$ cat src/krat_pkg.sv
// Package for the keyed route aggregation table: item types, status codes,
// sequencer states and helper functions. Depends on nothing.
package krat_pkg;

  localparam int unsigned CodeW   = 24;
  localparam int unsigned CountW  = 32;
  localparam int unsigned Months  = 6;
  localparam logic [7:0]  UpperLo = 8'd65;
  localparam logic [7:0]  UpperHi = 8'd90;
  localparam logic [1:0]  AirlineLetters = 2'd2;

  typedef enum logic [0:0] {
    OP_INSERT = 1'b0,
    OP_SEARCH = 1'b1
  } opcode_e;

  typedef enum logic [1:0] {
    KIND_ROUTE   = 2'd0,
    KIND_ORIGIN  = 2'd1,
    KIND_DEST    = 2'd2,
    KIND_AIRLINE = 2'd3
  } kind_e;

  typedef enum logic [2:0] {
    ST_NEW      = 3'd0,
    ST_ACCUM    = 3'd1,
    ST_BAD      = 3'd2,
    ST_FULL     = 3'd3,
    ST_MATCH    = 3'd4,
    ST_FOUND    = 3'd5,
    ST_INCONCL  = 3'd6
  } status_e;

  typedef enum logic [2:0] {
    S_IDLE,
    S_SCAN,
    S_MONTH,
    S_EMIT,
    S_TOTAL,
    S_DONE
  } state_e;

  typedef struct packed {
    logic [0:0]        opcode;
    logic [1:0]        search_kind;
    logic [CodeW-1:0]  origin;
    logic [CodeW-1:0]  destination;
    logic [CodeW-1:0]  airline;
    logic [2:0]        month;
    logic [CodeW-1:0]  travellers;
    logic [CodeW-1:0]  key_first;
    logic [CodeW-1:0]  key_second;
  } in_item_t;

  typedef struct packed {
    logic [2:0]         status;
    logic               last;
    logic [CodeW-1:0]   match_airline;
    logic [CodeW-1:0]   match_origin;
    logic [CodeW-1:0]   match_destination;
    logic [CountW-1:0]  sum_month0;
    logic [CountW-1:0]  sum_month1;
    logic [CountW-1:0]  sum_month2;
    logic [CountW-1:0]  sum_month3;
    logic [CountW-1:0]  sum_month4;
    logic [CountW-1:0]  sum_month5;
    logic [CountW-1:0]  grand_total;
  } out_item_t;

  // Airline code is valid when exactly two bytes of its zero-terminated
  // string are uppercase letters.
  function automatic logic airline_ok(logic [CodeW-1:0] code);
    logic [1:0] upper;
    logic       ended;
    logic [7:0] ch;
    upper = '0;
    ended = 1'b0;
    for (int k = 2; k >= 0; k--) begin
      ch = code[8*k +: 8];
      if (ch == 8'd0) ended = 1'b1;
      if (!ended && ch >= UpperLo && ch <= UpperHi) upper = upper + 2'd1;
    end
    return upper == AirlineLetters;
  endfunction

endpackage

$ cat src/krat_sat_adder.sv
// Shared saturating 32-bit adder used for every accumulation in the table.
// Depends on krat_pkg.
module krat_sat_adder import krat_pkg::*; (
  input  logic [CountW-1:0] a_i,
  input  logic [CountW-1:0] b_i,
  output logic [CountW-1:0] sum_o
);
  logic [CountW:0] full;
  assign full  = {1'b0, a_i} + {1'b0, b_i};
  assign sum_o = full[CountW] ? '1 : full[CountW-1:0];
endmodule

$ cat config.mk
export PLATFORM = sky130hd
export DESIGN_NAME = krat_sat_adder
export DESIGN_NICKNAME = d
export VERILOG_FILES = /design/src/krat_pkg.sv /design/src/krat_sat_adder.sv
export SDC_FILE = /design/constraint.sdc
export NUM_CORES = 1
export LEC_CHECK = 0
export ABC_AREA = 1
export BUFFER_PORTS_ARGS = -buffer_cell sky130_fd_sc_hd__buf_2
export CAP_MARGIN = 0
export CORE_MARGIN = 3
export CORE_UTILIZATION = 40
export DETAILED_ROUTE_END_ITERATION = 10
export PLACE_DENSITY = 0.68
export SLEW_MARGIN = 20
export SYNTH_ARGS = -nofsm -noshare
export SYNTH_HDL_FRONTEND = slang
export SYNTH_SLANG_ARGS = --single-unit
$ cat constraint.sdc
create_clock -name vclk -period 3.4
set_input_delay 0.68 -clock vclk [all_inputs]
set_output_delay 0.68 -clock vclk [all_outputs]
set_load 0.02 [all_outputs]
==> qor.json <==
{
  "final_net_count": {"value": 771},
  "path_class": {"value": "primary input to output pin"},
  "mostFrequentLayoutCell": {"value": "nand2_1"},
  "wire_per_inst": {"value": 11.65, "unit": "um"},
  "core.rowCount": {"value": 29},
  "largest_net_degree_at_the_start_of_global_routing": {"value": 21},
  "num_vias": {"value": 3641},
  "post-place-ws": {"value": 0.08684, "unit": "ns"},
  "synth.yosys.warnings": {"value": 0},
  "min_period": {"value": 3.244, "unit": "ns"},
  "die_span_x": {"value": 89.60, "unit": "um"},
  "synthToLayoutAreaGrowth": {"value": 22.02, "unit": "%"},
  "arrival": {"value": 2.56, "unit": "ns"},
  "floorplan.initialDensity": {"value": 42.56, "unit": "%"},
  "hpwl": {"value": 8148, "unit": "um"},
  "worst-slew-pin-transition": {"value": 0.3308, "unit": "ns"},
  "first_global_vias": {"value": 3290},
  "clkbuf_count": {"value": 0},
  "overall_fraction_of_global_route_tracks_in_use": {"value": 22.80, "unit": "%"},
  "outcome": {"value": "completed"},
  "synth_seq_area_share": {"value": 0, "unit": "%"},
  "end_kind": {"value": "output pin"},
  "ff_latch_area": {"value": 0, "unit": "um^2"},
  "vias_per_inst": {"value": 4.759},
  "cap_violations": {"value": 0},
  "netlist_area": {"value": 0.002795, "unit": "mm^2"},
  "crit_path_cells": {"value": "buf_2 -> ha_1 -> fa_2 -> nand3_1 -> nand3_2 -> nand2_1 -> nand2_2 -> nand2_1 -> nand2_2 -> a21oi_4 -> buf_12 -> nand3_1 -> buf_2"},
  "min-delay-path-class": {"value": "primary input to output pin"},
  "worst-path-max-fanout": {"value": 20},
  "startpoint_type_of_the_worst_setup_path": {"value": "primary input"},
  "first_pass_iters": {"value": 4},
  "globalplace.congestion": {"value": 0.9170},
  "drv_slew": {"value": 0},
  "finalHoldWorstSlack": {"value": 1.777, "unit": "ns"},
  "most-common-layout-cells": {"value": "245 x nand2_1, 129 x inv_1, 96 x buf_2, 41 x nand3_1, 35 x nor2_1"},
  "synth_simple_gate_area_share": {"value": 55.37, "unit": "%"},
  "synth_xor_area_share": {"value": 4.387, "unit": "%"},
  "port_buffers": {"value": 96},
  "vdd.ir_drop.worst": {"value": 0.09614, "unit": "mV"},
  "mapped_cells": {"value": 575},
  "initialDrtViolationCount": {"value": 141},
  "placed_cells_incl_taps": {"value": 765},
  "die_h": {"value": 89.60, "unit": "um"},
  "timing.final.crit_share": {"value": 95.42, "unit": "%"},
  "synthesis.nets": {"value": 672},
  "synth.avg_cell_area": {"value": 4.861, "unit": "um^2"},
  "fillers": {"value": 742},
  "drc": {"value": 0},
  "power.leakage": {"value": 2.323, "unit": "nW"},
  "worst_ep_required_time": {"value": 2.72, "unit": "ns"},
  "timing.slew.headroom": {"value": 77.78, "unit": "%"},
  "grt_pass1_wl": {"value": 14750, "unit": "um"},
  "initial_antenna_violation_count": {"value": 0},
  "detail-route-antenna-nets": {"value": 0},
  "finalNonFillerCells": {"value": 765},
  "sequential_cell_total": {"value": 0},
  "setup_viol_count_final": {"value": 0},
  "synth-compound-area-share": {"value": 4.924, "unit": "%"},
  "critical_path.slowest_cell": {"value": "fa_2"},
  "globalRoute.totalOverflow": {"value": 0},
  "top_level_ports": {"value": 96},
  "post_synth_fa_ha_maj_area_fraction": {"value": 15.04, "unit": "%"},
  "achievable-frequency": {"value": 0.3082, "unit": "GHz"},
  "fin_setup_tns": {"value": 0, "unit": "ns"},
  "drive_above_1_share": {"value": 19.94, "unit": "%"},
  "routed_wirelength": {"value": 8912, "unit": "um"},
  "post-route-worst-setup-slack": {"value": 0.1556, "unit": "ns"},
  "synth_cell_types": {"value": 22},
  "antenna-diode-count": {"value": 0},
  "die_area": {"value": 0.008027, "unit": "mm^2"},
  "main_combinational_cell_family_by_area_after_synthesis": {"value": "simple AND/OR/NAND/NOR gates"},
  "worst_path_largest_cell_delay": {"value": 0.36, "unit": "ns"},
  "coreArea": {"value": 0.006568, "unit": "mm^2"},
  "muxShareOfSynthArea": {"value": 0, "unit": "%"},
  "finalHoldViolations": {"value": 0},
  "power_density": {"value": 211.1, "unit": "mW/mm^2"}
}
[where the power goes]
group / switching (mW) / internal, mW
registers: 0 / 0
logic: 0.465 / 0.255
clock network: 0 / 0
[synthesized netlist by cell type (6+ instances only)]
cell type | n | area (um^2)
a21oi_1 | 15 | 75.07
nor3_1 | 6 | 30.03
xor2_1 | 14 | 122.6
nand3_2 | 11 | 110.1
and2_1 | 7 | 43.79
ha_1 | 32 | 400.4
inv_1 | 129 | 484.2
nor2_1 | 35 | 131.4
inv_2 | 12 | 45.04
nand4_1 | 8 | 50.05
nand3_1 | 41 | 205.2
nand2_1 | 245 | 919.6
[path summary, 6_finish.rpt]
path | depth (start not counted) | slack, ns | endpoint | startpoint
min | 5 | 1.78 | sum_o[0] | b_i[0]
max | 13 | 0.16 | sum_o[24] | a_i[0]
[through the flow]
step           util (%)  power (mW)  area (um^2)
2_1_floorplan         -      0.5017         2795
3_3_place_gp      51.59      0.7057         3388
3_5_place_dp      51.59      0.7120         3388
4_1_cts           51.59      0.7143         3388
5_1_grt           51.93      0.8107         3411
6_report          51.93      0.7200         3411
[layer usage]
layer	vias up	global-route usage, %	part of all wire (%)
li1	1922	-	-
met1	1619	31.60	47
met4	0	2.571	1.4
met3	8	0.5474	4.6
met5	-	0	0
met2	92	40.49	47
[critical path, delay by kind of cell]
family                     cells  cell delay (ns)
adders and majority gates      2             0.60
and+or+nand+nor                7             0.59
buffers and inverters          3             0.44
AOI/OAI and AO/OA              1             0.23
[timing repair]
action	in CTS	in global routing
setup buffers	0	0
hold buffers	0	0
endpoints found under the setup margin	0	24
resized for setup	0	6
hold endpoints to repair	0	0
[logic make-up (layout without fill, tap and decap cells)]
| logic type | after synthesis | after routing |
|---|---|---|
| simple gates | 361 | 361 |
| buf+inv | 145 | 242 |
| fa+ha+maj | 33 | 33 |
| compound gates | 22 | 22 |
| xor+xnor | 14 | 14 |
[cell type report]
type | instances | area (um^2) | share of cell area, %
inverter | 142 | 533.0 | 15.63
multi-input combinational | 430 | 2231 | 65.41
tap | 93 | 116.4 | 3.412
timing repair buffer | 100 | 530.5 | 15.55
(Power assumes the default switching activity.)
